===== config.mk =====
export PLATFORM = sky130hd
export DESIGN_NAME = base64_stream_codec_unit
export DESIGN_NICKNAME = d
export VERILOG_FILES = /design/src/rtl/b64sc_pkg.sv /design/src/rtl/b64sc_front.sv /design/src/rtl/b64sc_queue.sv /design/src/rtl/b64sc_back.sv /design/src/rtl/base64_stream_codec_unit.sv
export SDC_FILE = /design/constraint.sdc
export NUM_CORES = 1
export LEC_CHECK = 0
export ABC_AREA = 1
export BUFFER_PORTS_ARGS = -buffer_cell sky130_fd_sc_hd__buf_2
export CAP_MARGIN = 10
export CELL_PAD_IN_SITES_DETAIL_PLACEMENT = 0
export CELL_PAD_IN_SITES_GLOBAL_PLACEMENT = 2
export CORE_UTILIZATION = 34
export DETAILED_ROUTE_END_ITERATION = 7
export GPL_TIMING_DRIVEN = 1
export PLACE_DENSITY_LB_ADDON = 0.1
export SYNTH_ARGS = -nofsm -noshare
export SYNTH_HDL_FRONTEND = slang
export SYNTH_SLANG_ARGS = --single-unit

===== constraint.sdc =====
create_clock -name clk_i -period 3.4 [get_ports clk_i]
set_clock_uncertainty 0.15 [all_clocks]
set_input_delay 0.68 -clock clk_i [delete_from_list [all_inputs] [get_ports clk_i]]
set_output_delay 0.68 -clock clk_i [all_outputs]
set_load 0.1 [all_outputs]

===== src/rtl/b64sc_pkg.sv =====
// ----------------------------------------------------------------------------
// b64sc_pkg
// Shared types, constants and character functions of the Base64 stream codec.
// ----------------------------------------------------------------------------
package b64sc_pkg;

  localparam logic [6:0] CODE_PAD = 7'd64;
  localparam logic [6:0] CODE_BAD = 7'd65;
  localparam logic [7:0] PAD_CHAR = 8'h3D;

  localparam int unsigned Q_DEPTH = 2;
  localparam int unsigned Q_PTR_W = $clog2(Q_DEPTH);
  localparam int unsigned Q_CNT_W = $clog2(Q_DEPTH + 1);

  typedef struct packed {
    logic [3:0][7:0] bytes;
    logic [1:0]      last;
    logic            fin;
    logic            bad;
  } job_t;

  typedef struct packed {
    logic full;
    logic empty;
  } q_status_t;

  function automatic logic [7:0] sextet_char(input logic [5:0] v);
    logic [7:0] w;
    w = {2'b00, v};
    if (v < 6'd26) begin
      return 8'(8'd65 + w);
    end else if (v < 6'd52) begin
      return 8'(8'd71 + w);
    end else if (v < 6'd62) begin
      return 8'(w - 8'd4);
    end else if (v == 6'd62) begin
      return 8'h2B;
    end else begin
      return 8'h2F;
    end
  endfunction

  function automatic logic [6:0] char_code(input logic [7:0] c);
    if (c >= 8'h41 && c <= 8'h5A) begin
      return 7'(c - 8'h41);
    end else if (c >= 8'h61 && c <= 8'h7A) begin
      return 7'(c - 8'h47);
    end else if (c >= 8'h30 && c <= 8'h39) begin
      return 7'(c + 8'd4);
    end else if (c == 8'h2B) begin
      return 7'd62;
    end else if (c == 8'h2F) begin
      return 7'd63;
    end else if (c == PAD_CHAR) begin
      return CODE_PAD;
    end else begin
      return CODE_BAD;
    end
  endfunction

endpackage


===== src/rtl/b64sc_front.sv =====
// ----------------------------------------------------------------------------
// b64sc_front
// Accepts items, collects groups and builds one output job per group.
// ----------------------------------------------------------------------------
module b64sc_front import b64sc_pkg::*; (
  input  logic      clk_i,
  input  logic      rst_ni,
  input  logic      cfg_we_i,
  input  logic      cfg_data_i,
  input  logic      in_valid_i,
  output logic      in_stall_o,
  input  logic [7:0] data_byte_i,
  input  logic      stream_end_i,
  input  q_status_t q_status_i,
  output logic      push_o,
  output job_t      job_o
);

  logic        mode_q;
  logic [23:0] bits_q, bits_d;
  logic [1:0]  fill_q, fill_d;
  logic [1:0]  pad_q, pad_d;
  logic        accept;
  logic [1:0]  enc_fill;
  logic [1:0]  fill1;
  logic [23:0] merged;
  logic [6:0]  code;
  logic [23:0] dec_bits;
  logic [1:0]  pad_new;

  assign in_stall_o = q_status_i.full;
  assign accept     = in_valid_i && !q_status_i.full;
  assign code       = char_code(data_byte_i);

  always_comb begin
    enc_fill = (fill_q == 2'd3) ? 2'd0 : fill_q;
    fill1    = 2'(enc_fill + 2'd1);
    case (enc_fill)
      2'd0:    merged = bits_q | {data_byte_i, 16'h0000};
      2'd1:    merged = bits_q | {8'h00, data_byte_i, 8'h00};
      default: merged = bits_q | {16'h0000, data_byte_i};
    endcase
    case (fill_q)
      2'd0:    dec_bits = bits_q | {code[5:0], 18'h0};
      2'd1:    dec_bits = bits_q | {6'h0, code[5:0], 12'h0};
      2'd2:    dec_bits = bits_q | {12'h0, code[5:0], 6'h0};
      default: dec_bits = bits_q | {18'h0, code[5:0]};
    endcase
    pad_new = 2'(pad_q + 2'd1);
  end

  always_comb begin
    bits_d = bits_q;
    fill_d = fill_q;
    pad_d  = pad_q;
    push_o = 1'b0;
    job_o  = '0;
    if (accept) begin
      if (!mode_q) begin
        if (fill1 < 2'd3 && !stream_end_i) begin
          bits_d = merged;
          fill_d = fill1;
        end else begin
          push_o       = 1'b1;
          job_o.last   = 2'd3;
          job_o.fin    = stream_end_i;
          for (int k = 0; k < 4; k++) begin
            job_o.bytes[k] = (k <= int'(fill1)) ? sextet_char(merged[23-6*k -: 6]) : PAD_CHAR;
          end
          bits_d = '0;
          fill_d = '0;
          pad_d  = '0;
        end
      end else begin
        if (code == CODE_BAD || (code == CODE_PAD && fill_q < 2'd2) ||
            (code != CODE_PAD && pad_q != 2'd0)) begin
          push_o    = 1'b1;
          job_o.fin = stream_end_i;
          job_o.bad = 1'b1;
          bits_d    = '0;
          fill_d    = '0;
          pad_d     = '0;
        end else if (fill_q == 2'd3) begin
          push_o         = 1'b1;
          job_o.bytes[0] = (code == CODE_PAD) ? bits_q[23:16] : dec_bits[23:16];
          job_o.bytes[1] = (code == CODE_PAD) ? bits_q[15:8] : dec_bits[15:8];
          job_o.bytes[2] = (code == CODE_PAD) ? bits_q[7:0] : dec_bits[7:0];
          if (code == CODE_PAD) begin
            job_o.last = (pad_new > 2'd2) ? 2'd0 : 2'(2'd2 - pad_new);
          end else begin
            job_o.last = 2'd2;
          end
          job_o.fin = stream_end_i;
          bits_d    = '0;
          fill_d    = '0;
          pad_d     = '0;
        end else if (stream_end_i) begin
          push_o    = 1'b1;
          job_o.fin = 1'b1;
          job_o.bad = 1'b1;
          bits_d    = '0;
          fill_d    = '0;
          pad_d     = '0;
        end else begin
          if (code == CODE_PAD) begin
            pad_d = pad_new;
          end else begin
            bits_d = dec_bits;
          end
          fill_d = 2'(fill_q + 2'd1);
        end
      end
    end
  end

  always_ff @(posedge clk_i or negedge rst_ni) begin
    if (!rst_ni) begin
      mode_q <= 1'b0;
      bits_q <= '0;
      fill_q <= '0;
      pad_q  <= '0;
    end else if (cfg_we_i) begin
      mode_q <= cfg_data_i;
      bits_q <= '0;
      fill_q <= '0;
      pad_q  <= '0;
    end else begin
      bits_q <= bits_d;
      fill_q <= fill_d;
      pad_q  <= pad_d;
    end
  end

endmodule


===== src/rtl/b64sc_queue.sv =====
// ----------------------------------------------------------------------------
// b64sc_queue
// Short job queue between the group builder and the output sequencer.
// ----------------------------------------------------------------------------
module b64sc_queue import b64sc_pkg::*; (
  input  logic      clk_i,
  input  logic      rst_ni,
  input  logic      push_i,
  input  job_t      job_i,
  input  logic      pop_i,
  output job_t      head_o,
  output q_status_t status_o
);

  job_t               entry_q [Q_DEPTH];
  logic [Q_PTR_W-1:0] wr_ptr_q;
  logic [Q_PTR_W-1:0] rd_ptr_q;
  logic [Q_CNT_W-1:0] count_q;

  assign status_o.full  = (count_q == Q_CNT_W'(Q_DEPTH));
  assign status_o.empty = (count_q == '0);
  assign head_o         = entry_q[rd_ptr_q];

  always_ff @(posedge clk_i) begin
    if (push_i) begin
      entry_q[wr_ptr_q] <= job_i;
    end
  end

  always_ff @(posedge clk_i or negedge rst_ni) begin
    if (!rst_ni) begin
      wr_ptr_q <= '0;
      rd_ptr_q <= '0;
      count_q  <= '0;
    end else begin
      if (push_i) begin
        wr_ptr_q <= Q_PTR_W'(wr_ptr_q + 1'b1);
      end
      if (pop_i) begin
        rd_ptr_q <= Q_PTR_W'(rd_ptr_q + 1'b1);
      end
      if (push_i && !pop_i) begin
        count_q <= Q_CNT_W'(count_q + 1'b1);
      end else if (pop_i && !push_i) begin
        count_q <= Q_CNT_W'(count_q - 1'b1);
      end
    end
  end

endmodule


===== src/rtl/b64sc_back.sv =====
// ----------------------------------------------------------------------------
// b64sc_back
// Steps through the head job and emits one result per cycle, unless the
// output stalls, into the output register.
// ----------------------------------------------------------------------------
module b64sc_back import b64sc_pkg::*; (
  input  logic      clk_i,
  input  logic      rst_ni,
  input  job_t      head_i,
  input  q_status_t q_status_i,
  output logic      pop_o,
  output logic      out_valid_o,
  input  logic      out_stall_i,
  output logic [7:0] out_byte_o,
  output logic      out_final_o,
  output logic      bad_input_o
);

  logic       valid_q;
  logic [1:0] idx_q;
  logic [7:0] byte_q;
  logic       fin_q;
  logic       bad_q;
  logic       load;

  assign load  = !q_status_i.empty && (!valid_q || !out_stall_i);
  assign pop_o = load && (idx_q == head_i.last);

  assign out_valid_o = valid_q;
  assign out_byte_o  = byte_q;
  assign out_final_o = fin_q;
  assign bad_input_o = bad_q;

  always_ff @(posedge clk_i or negedge rst_ni) begin
    if (!rst_ni) begin
      valid_q <= 1'b0;
      idx_q   <= '0;
    end else if (load) begin
      valid_q <= 1'b1;
      idx_q   <= (idx_q == head_i.last) ? 2'd0 : 2'(idx_q + 2'd1);
    end else if (!out_stall_i) begin
      valid_q <= 1'b0;
    end
  end

  always_ff @(posedge clk_i) begin
    if (load) begin
      byte_q <= head_i.bytes[idx_q];
      fin_q  <= head_i.fin && (idx_q == head_i.last);
      bad_q  <= head_i.bad;
    end
  end

endmodule


===== src/rtl/base64_stream_codec_unit.sv =====
// ----------------------------------------------------------------------------
// base64_stream_codec_unit
// Base64 encoder/decoder with a mode register, group builder, job queue and
// output sequencer.
// ----------------------------------------------------------------------------
//  channel | handshake                | payload
//  cfg     | cfg_we_i                 | cfg_data_i (decode mode)
//  in      | in_valid_i / in_stall_o  | data_byte_i, stream_end_i
//  out     | out_valid_o / out_stall_i| out_byte_o, out_final_o, bad_input_o
//
//  An input item is taken while the two-entry job queue has room.
//  Results leave at one per cycle from the output register while the output
//  is not stalled; encoding gives four results per three items. The job of
//  the closing item is registered in the job queue, and its first result is
//  then registered in the output register. Reset clears the mode, the
//  group and the queue. Output stall holds the output register, the queue
//  then fills and stalls the input.
// ----------------------------------------------------------------------------
module base64_stream_codec_unit import b64sc_pkg::*; (
  input  logic       clk_i,
  input  logic       rst_ni,
  input  logic       cfg_we_i,
  input  logic       cfg_data_i,
  input  logic       in_valid_i,
  output logic       in_stall_o,
  input  logic [7:0] data_byte_i,
  input  logic       stream_end_i,
  output logic       out_valid_o,
  input  logic       out_stall_i,
  output logic [7:0] out_byte_o,
  output logic       out_final_o,
  output logic       bad_input_o
);

  q_status_t q_status;
  logic      push;
  logic      pop;
  job_t      job;
  job_t      head;

  b64sc_front u_front (
    .clk_i        (clk_i),
    .rst_ni       (rst_ni),
    .cfg_we_i     (cfg_we_i),
    .cfg_data_i   (cfg_data_i),
    .in_valid_i   (in_valid_i),
    .in_stall_o   (in_stall_o),
    .data_byte_i  (data_byte_i),
    .stream_end_i (stream_end_i),
    .q_status_i   (q_status),
    .push_o       (push),
    .job_o        (job)
  );

  b64sc_queue u_queue (
    .clk_i    (clk_i),
    .rst_ni   (rst_ni),
    .push_i   (push),
    .job_i    (job),
    .pop_i    (pop),
    .head_o   (head),
    .status_o (q_status)
  );

  b64sc_back u_back (
    .clk_i       (clk_i),
    .rst_ni      (rst_ni),
    .head_i      (head),
    .q_status_i  (q_status),
    .pop_o       (pop),
    .out_valid_o (out_valid_o),
    .out_stall_i (out_stall_i),
    .out_byte_o  (out_byte_o),
    .out_final_o (out_final_o),
    .bad_input_o (bad_input_o)
  );

endmodule


==> results of run 1 <==
kinds of logic after synthesis:
| logic type | Yosys count | synth area share [%] |
|---|---|---|
| AOI/OAI and AO/OA | 272 | 16.46 |
| buffers and inverters | 196 | 8.770 |
| adders and majority gates | 42 | 5.875 |
| DFF | 118 | 37.60 |
| xor gates and xnor gates | 28 | 2.742 |
| and+or+nand+nor | 586 | 28.55 |
metrics by stage:
step                       TNS (ns)  hold slack (ns)
after detailed placement     -15.16           0.3110
final                             0           0.2217
after global routing      -0.001011           0.2488
after CTS                         0           0.2309
after global placement       -7.439           0.3100
after floorplan              -1.150           0.2344
power breakdown:
part / internal [µW] / leakage (µW) / switching [µW]
Clock: 1110 / 0.000296 / 776
Combinational: 1130 / 0.00349 / 2540
Sequential: 1930 / 0.00124 / 126
critical path, stage by stage, from the launching register on:
cell and delay, ns:
dfrtp_1 0.38, inv_1 0.07, buf_4 0.15, ha_1 0.33, nor2_1 0.15, inv_1 0.09, o22ai_1 0.31, buf_4 0.21
ha_1 0.14, inv_1 0.07, nor2_1 0.18, inv_1 0.08, nor3_1 0.21, o2111ai_2 0.19, nand2_1 0.11, nand2_1 0.06
nor2_1 0.15
cell type report:
type                       instances  area (µm²)
clock buffer                      17       425.4
sequential                       118        3363
multi-input combinational        928        5041
timing repair buffer             171        1297
fill                            2757       14620
tap                              335       419.2
inverter                         143       558.0
antenna                            1       2.502
clock inverter                    15       180.2
cells in the final DEF (no fill, tap or decap), types with 6 or more instances in the layout:
| master | Yosys | layout |
|---|---|---|
| o21ai_0 | 133 | 126 |
| inv_2 | 11 | 20 |
| ha_1 | 42 | 37 |
| a31oi_1 | 19 | 18 |
| nor2_2 | 2 | 11 |
| clkbuf_16 | 0 | 17 |
| buf_12 | 0 | 6 |
| nand4_1 | 34 | 34 |
| a21oi_2 | 1 | 6 |
| o22ai_1 | 18 | 17 |
| nor2_1 | 168 | 156 |
| buf_4 | 3 | 138 |
| a21oi_1 | 63 | 57 |
| nand2_2 | 4 | 8 |
| inv_1 | 129 | 117 |
| nand3_2 | 6 | 6 |
| inv_6 | 0 | 7 |
| xor2_1 | 23 | 23 |
| nand2_1 | 265 | 259 |
| edfxtp_1 | 82 | 82 |
| dfrtp_1 | 36 | 36 |
| nand3_1 | 77 | 74 |
| o21ai_1 | 19 | 24 |
| buf_2 | 12 | 26 |
| nor3_1 | 14 | 13 |
sequential cells by signal (all words and copies together), names as in the netlist:
signal / count
u_queue.entry_q: 72
u_front.bits_q: 24
u_back.out_byte_o: 8
u_back.idx_q: 2
u_front.fill_q: 2
u_front.pad_q: 2
u_queue.count_q: 2
u_back.bad_input_o: 1
u_back.out_final_o: 1
u_back.out_valid_o: 1
u_front.mode_q: 1
u_queue.rd_ptr_q: 1
u_queue.wr_ptr_q: 1
per-layer routing:
metal / wire length, µm / track usage, %
met5: 0 / 0
met4: 1093 / 11.15
met3: 1443 / 3.636
met2: 15350 / 40.62
met1: 14660 / 32.68
worst paths after layout:
path                                   start                     to  cells after the start
setup / recovery           u_front.fill_q[0]  u_queue.entry_q[1][6]                     16
hold / removal                        rst_ni      u_front.bits_q[4]                      1
setup reg to reg           u_front.fill_q[0]  u_queue.entry_q[1][6]                     16
hold reg to reg             u_queue.wr_ptr_q       u_queue.wr_ptr_q                      2
min in group clk_i                cfg_data_i         u_front.mode_q                      3
max in group asynchronous             rst_ni     u_front.bits_q[15]                      2
what timing repair did:
item | CTS | global route
buffers inserted | 0 | 5
cloned | 0 | 0
pin swaps | 1 | 6
hold buffers | 0 | 0
resized for setup | 2 | 44
endpoints found under the setup margin | 4 | 42
==> impl_metrics.ini, run 1 <==
[yosys]
synth_common_cells = nand2_1, nor2_1, o21ai_0
synth_area_leaders = edfxtp_1, nand2_1, dfrtp_1
synth-seq-cells = 118
netlist.area_leader.share_pct = 27.53
synth_fp_nets = 1299
async_flop_share_pct = 30.51
ys_seq_area_share_pct = 37.60
syn_inst = 1242
syn_area_um2 = 8945
avgSynthCellArea_um2 = 7.202
synthMostInstantiatedCell = nand2_1
yosys_warnings = 0
synth_edf_count = 82
synth_top_cell_by_area = edfxtp_1
ys_types = 51
synth_flop_cell = edfxtp_1

[route]
first_pass_iters = 6
vias = 8875
wl_per_cell_um = 18.83
drc = 0
ant_nets = 0
drt_wl_total_um = 32550
via_per_inst = 5.136
drt_iter0_markers = 726

[global_route]
grt_pass1_vias = 8440
gr-total-overflow = 0
track_usage_pct = 24.97
grt_max_degree = 37
grt_pass1_wl_um = 49710
antenna_found_initial = 0

[floorplan]
die_w_um = 164.2
die_area_um2 = 26960
die_height_um = 164.2
row_count = 59
coreArea_um2 = 25910
start_util_pct = 34.52
pin_count = 27

[cts]
cts_tree = built
numClockSinks = 118
cts_buffers = 17
clk_latency_ns = 0.42
clk_path_buf_depth = 2
root_buffer = clkbuf_16
cts.clk_slew.worst_paths_ns = 0.07
htreeDepth = 4

[power]
power.leakage_uw = 0.005025
power_density_nw_per_um2 = 674.7
ir_worst_vdd_v = 0.0006820
p_total_uw = 7616

[min_path]
min_path_type = in -> async

[sta]
finalWorstSetupSlack_ns = 0.1938
worst_slew_pin_slew_ns = 0.8700
max_freq_mhz = 311.9
slew-limit-headroom_pct = 42.00
slew_violations = 0
hold_viol_final = 0
finalCritPeriodShare_pct = 94.30
fin_crit_ns = 3.206
setup_viol = 0

[placement]
dp.cells = 1690
place_ws_ns = -0.2337
place.detailed.hpwl_um = 24910
numPortBuffers = 26
gp_congestion = 0.9046
place_area_um2 = 10500

[outcome]
status = finished, final reports clean

[worst_setup_path]
worstPathArrival_ns = 3.31
endpoint_kind = flip-flop
crit_required_ns = 3.50
startpoint_type = flip-flop
rrSetupSlack_ns = 0.19
crit_fanout = 5
crit_type = reg -> reg

[cells_and_area]
stdcell_area_um2 = 11290
fin_util_pct = 43.56
final_cells = 1728
drive_gt1_share_pct = 20.91
area_delta_synth_final_pct = 26.19
nets = 1436

[run]
max_cap_viol_count = 0
No activity file was read; power rests on OpenSTA's default activity.
==> run 2, diff against run 1 <==
Clock period 3.4 ns to 2.7 ns, I/O delays scaled along.
==> impl_metrics.ini, run 2 (synthesized netlist as in run 1, its figures left out) <==
[outcome]
status = finished with violations
violations = setup timing

[worst_setup_path]
timing.rr.start = u_front.fill_q[1]
crit_type = reg -> reg
rrSetupSlack_ns = -0.36
crit_fanout = 5
startpoint = u_front.fill_q[1]
worstPathArrival_ns = 3.09
startpoint_type = flip-flop
endpoint_kind = flip-flop
crit_required_ns = 2.72

[cells_and_area]
n_antenna_cell = 0
final_cell_mix = buf_4, nand2_1, nor2_1
drive_gt1_share_pct = 47.89
largest_register = u_queue.entry_q
area_delta_synth_final_pct = 67.58
nets = 1633
largest_reg_flops = 72
final_common_cell = buf_4
final_cells = 1924

[route]
vias = 9906
first_pass_iters = 6
via_per_inst = 5.149
drc = 0
drt_iter0_markers = 638
ant_nets = 0
drt_wl_total_um = 37330
wl_per_cell_um = 19.40

[cts]
root_buffer = clkbuf_16
cts_tree = built
clk_latency_ns = 0.43
clk_path_buf_depth = 2
numClockSinks = 118
cts.clk_slew.worst_paths_ns = 0.07
htreeDepth = 4
holdBufCountCts = 0
cts_buffers = 17

[sta]
fin_crit_ns = 3.065
max_freq_mhz = 326.3
finalCritPeriodShare_pct = 113.5
slew_violations = 0
worst_slew_pin_slew_ns = 0.6371
slew-limit-headroom_pct = 57.53
finalWorstSetupSlack_ns = -0.3647
setup_viol = 158
hold_viol_final = 0
tns_ns = -24.09
rsz0062_at_grt = true

[global_route]
grt_pass1_vias = 9253
grt_pass1_wl_um = 54230
antenna_found_initial = 0
gr-total-overflow = 0
track_usage_pct = 26.97
grt_max_degree = 41

[floorplan]
start_util_pct = 34.52
die_w_um = 164.2
row_count = 59
die_height_um = 164.2
pin_count = 27
coreArea_um2 = 25910
die_area_um2 = 26960

[run]
max_cap_viol_count = 0

[placement]
gp_congestion = 0.8974
place.detailed.hpwl_um = 25350
numPortBuffers = 26
dp.cells = 1795

[min_path]
min_path_type = in -> async

[power]
power.leakage_uw = 0.006458
power_density_nw_per_um2 = 780.3
ir_worst_vdd_v = 0.0008570
-- run 2: changes by cell type in the layout (fill, tap and decap cells not counted), moves of 21 or more --
cell	change
nand2_1	-69
nor2_4	+34
nor2_1	-40
a21oi_1	-22
ha_4	+21
buf_4	+107
o21ai_2	+21
o21ai_0	-44
inv_2	+24
buf_6	+73
nand2_2	+46
ha_1	-21
inv_1	-40
-- run 2: cell type report --
class,instances,area (µm²)
well taps,335,419.2
multi-input cells,929,6680
flip-flops and latches,118,3364
repair buffers,367,3326
inverters,143,620.6
clock inverters,14,140.1
clock buffers,18,439.2
fillers,2341,10920
-- run 2: where the power goes --
part	internal (µW)	leakage [µW]	switching, µW
logic	2680	0.00494	4100
clock network	1320	0.000280	1010
registers	2430	0.00124	160
-- run 2: per-layer routing --
| metal | part of all wire (%) | GRT usage, % | vias to the layer above | wire, µm |
|---|---|---|---|---|
| met5 | 0 | 0 | - | 0 |
| met4 | 3.4 | 9.133 | 0 | 1270 |
| met3 | 3.4 | 2.500 | 64 | 1266 |
| met2 | 50 | 45.47 | 222 | 18540 |
| met1 | 44 | 35.95 | 4735 | 16250 |
| li1 | - | - | 4885 | - |
-- run 2: path summary, 6_finish.rpt --
| check | to | cells past startpoint |
|---|---|---|
| max in group asynchronous | u_front.fill_q[1] | 2 |
| min in group clk_i | u_front.mode_q | 3 |
| min | u_front.bits_q[3] | 2 |
| max | u_queue.entry_q[1][6] | 20 |
| min reg2reg | u_queue.wr_ptr_q | 2 |
| max reg2reg | u_queue.entry_q[1][6] | 20 |
-- run 2: per-stage QoR --
stage / utilization, % / setup WS [ns] / area, µm² / total power [µW] / hold slack [ns]
after floorplan: - / -0.5779 / 9238 / 5656 / 0.09441
after global placement: 44.03 / -0.6566 / 11410 / 7557 / 0.3174
after detailed placement: 44.03 / -0.6622 / 11410 / 7556 / 0.3168
after CTS: 52.12 / -0.2676 / 13510 / 10790 / 0.06478
after global routing: 57.85 / -0.4267 / 14990 / 12310 / 0.09924
final: 57.85 / -0.3647 / 14990 / 11700 / 0.05101
-- run 2: critical path, cell delays in order (launching register included) --
cell and delay (ns):
dfrtp_2 0.43, inv_2 0.07, buf_6 0.12, ha_4 0.26, buf_6 0.13, nor2_4 0.13, buf_6 0.14, inv_6 0.04
o22ai_4 0.19, buf_6 0.14, ha_4 0.14, inv_4 0.04, o21ai_2 0.06, a21oi_2 0.08, buf_4 0.16, nor2_4 0.17
nand2_2 0.08, o2111ai_2 0.08, nand2_1 0.07, nand2_1 0.08, nor2_2 0.05
-- run 2: repair_timing --
action | in CTS | in global routing
gates resized for setup | 312 | 265
cloned | 4 | 8
endpoints found under the setup margin | 165 | 171
setup buffers | 50 | 47
pin swaps | 74 | 100
==> run 3, diff against run 2 <==
Settings changed: REMOVE_ABC_BUFFERS set to 1.
==> impl_metrics.ini, run 3 (synthesized netlist as in run 1, its figures left out) <==
[outcome]
status = finished with violations
violations = setup timing

[global_route]
track_usage_pct = 29.03
grt_pass1_wl_um = 57580
antenna_found_initial = 0
grt_pass1_vias = 9936
grt_max_degree = 39
gr-total-overflow = 0

[power]
power.internal_uw = 6538
swShare_pct = 45.36
clock_power_share_pct = 19.0
power_density_nw_per_um2 = 780.6
power.leakage_uw = 0.006614
ir_worst_vdd_v = 0.0007399
pwr-share-comb_pct = 59.4
switchingPower_uw = 5427
seqPwrFrac_pct = 21.6

[cells_and_area]
area_delta_synth_final_pct = 71.38
final_cells = 1947
final_common_cell = buf_4
largest_reg_flops = 72
largest_register = u_queue.entry_q
final_cell_mix = buf_4, nand2_1, nor2_1
drive_gt1_share_pct = 49.81
n_antenna_cell = 0
nets = 1656

[sta]
worst_slew_pin_slew_ns = 0.9029
slew_violations = 0
tns_ns = -12.81
finalWorstSetupSlack_ns = -0.2204
slew-limit-headroom_pct = 39.74
rsz0062_at_grt = true
max_freq_mhz = 342.4
fin_crit_ns = 2.920
finalCritPeriodShare_pct = 108.2
setup_viol = 139
hold_viol_final = 0

[cts]
clk_path_buf_depth = 2
numClockSinks = 118
root_buffer = clkbuf_16
cts_buffers = 17
htreeDepth = 4
clk_latency_ns = 0.43
cts.clk_slew.worst_paths_ns = 0.08
cts_tree = built

[worst_setup_path]
crit_required_ns = 2.84
rrSetupSlack_ns = -0.22
crit_type = reg -> reg
endpoint_kind = flip-flop
worstPathArrival_ns = 3.06
crit_fanout = 4
startpoint_type = flip-flop

[route]
ant_nets = 0
drc = 0
drt_iter0_markers = 570
via_per_inst = 5.210
drt_wl_total_um = 38730
wl_per_cell_um = 19.89
first_pass_iters = 5
vias = 10140

[run]
max_cap_viol_count = 0

[min_path]
min_path_type = in -> reg

[placement]
dp.cells = 1813
place.detailed.hpwl_um = 26370
gp_congestion = 0.9344
numPortBuffers = 26

[floorplan]
die_w_um = 164.2
die_height_um = 164.2
pin_count = 27
row_count = 59
start_util_pct = 34.52
coreArea_um2 = 25910
die_area_um2 = 26960
[run 3: changes by cell type in the layout (fill, tap and decap cells not counted), moves of 5 or more]
cell	previous run	this run
a21oi_1	35	26
buf_4	245	263
buf_6	74	66
nor2_4	39	27
nor2_2	17	25
buf_12	13	24
a21oi_2	22	30
o21ai_2	25	36
o21ai_1	34	25
buf_16	3	8
nand3_1	55	60
[run 3: cell type report]
cell class / count / area (µm²)
multi-input combinational: 929 / 6729
fill: 2291 / 10580
clock inverter: 15 / 151.4
sequential: 118 / 3364
timing repair buffer: 390 / 3631
inverter: 143 / 609.3
tap: 335 / 419.2
clock buffer: 17 / 425.4
[run 3: worst paths after layout]
kind / to / cells after the start / from
min: u_front.mode_q / 3 / cfg_data_i
max in group asynchronous: u_front.bits_q[13] / 3 / rst_ni
max: u_queue.entry_q[1][7] / 16 / u_front.fill_q[1]
min reg2reg: u_queue.wr_ptr_q / 2 / u_queue.wr_ptr_q
min in group asynchronous: u_back.idx_q[1] / 2 / rst_ni
max reg2reg: u_queue.entry_q[1][7] / 16 / u_front.fill_q[1]
[run 3: worst max-delay path: stages (launching register included)]
cell,delay [ns]
dfrtp_2,0.46
inv_4,0.10
ha_4,0.22
nor2_4,0.14
inv_2,0.07
o22ai_2,0.17
buf_6,0.16
buf_6,0.11
inv_4,0.03
ha_4,0.16
nor2_4,0.15
nor2_2,0.08
buf_4,0.14
a221oi_4,0.25
o21ai_1,0.09
buf_4,0.19
nor2_4,0.09
[run 3: power by group through the flow]
stage / logic, µW / clock network, µW / registers [µW]
3_3_place_gp: 5010 / 0 / 2610
3_5_place_dp: 4990 / 0 / 2610
2_1_floorplan: 2140 / 0 / 3290
4_1_cts: 6530 / 2300 / 2580
6_report: 7100 / 2270 / 2590
5_1_grt: 7590 / 2380 / 2630
[run 3: timing repair]
action,CTS,global route
endpoints found under the setup margin,170,171
cloned,17,1
pin swaps,95,117
hold buffers,1,0
resized for setup,407,256
endpoints found under the hold margin,6,0
setup buffers,70,34
[run 3: routing by layer]
| metal | vias to the layer above | global-route usage [%] | share of wire [%] |
|---|---|---|---|
| met2 | 276 | 48.81 | 49 |
| met1 | 4849 | 35.18 | 41 |
| met4 | 0 | 14.65 | 4.8 |
| met5 | - | 0 | 0 |
| li1 | 4925 | - | - |
| met3 | 93 | 5.631 | 4.9 |
[run 3: per-stage QoR]
stage	hold slack (ns)	power (µW)	utilization, %	setup slack (ns)	instance area (µm²)
2_1_floorplan	0.09441	5438	-	-2.138	8697
3_3_place_gp	0.2389	7622	43.72	-0.8056	11330
3_5_place_dp	0.2410	7604	43.72	-0.8021	11330
4_1_cts	0.1620	11410	55.40	-0.2017	14350
5_1_grt	0.1804	12600	59.16	-0.3215	15330
6_report	0.1782	11970	59.16	-0.2204	15330
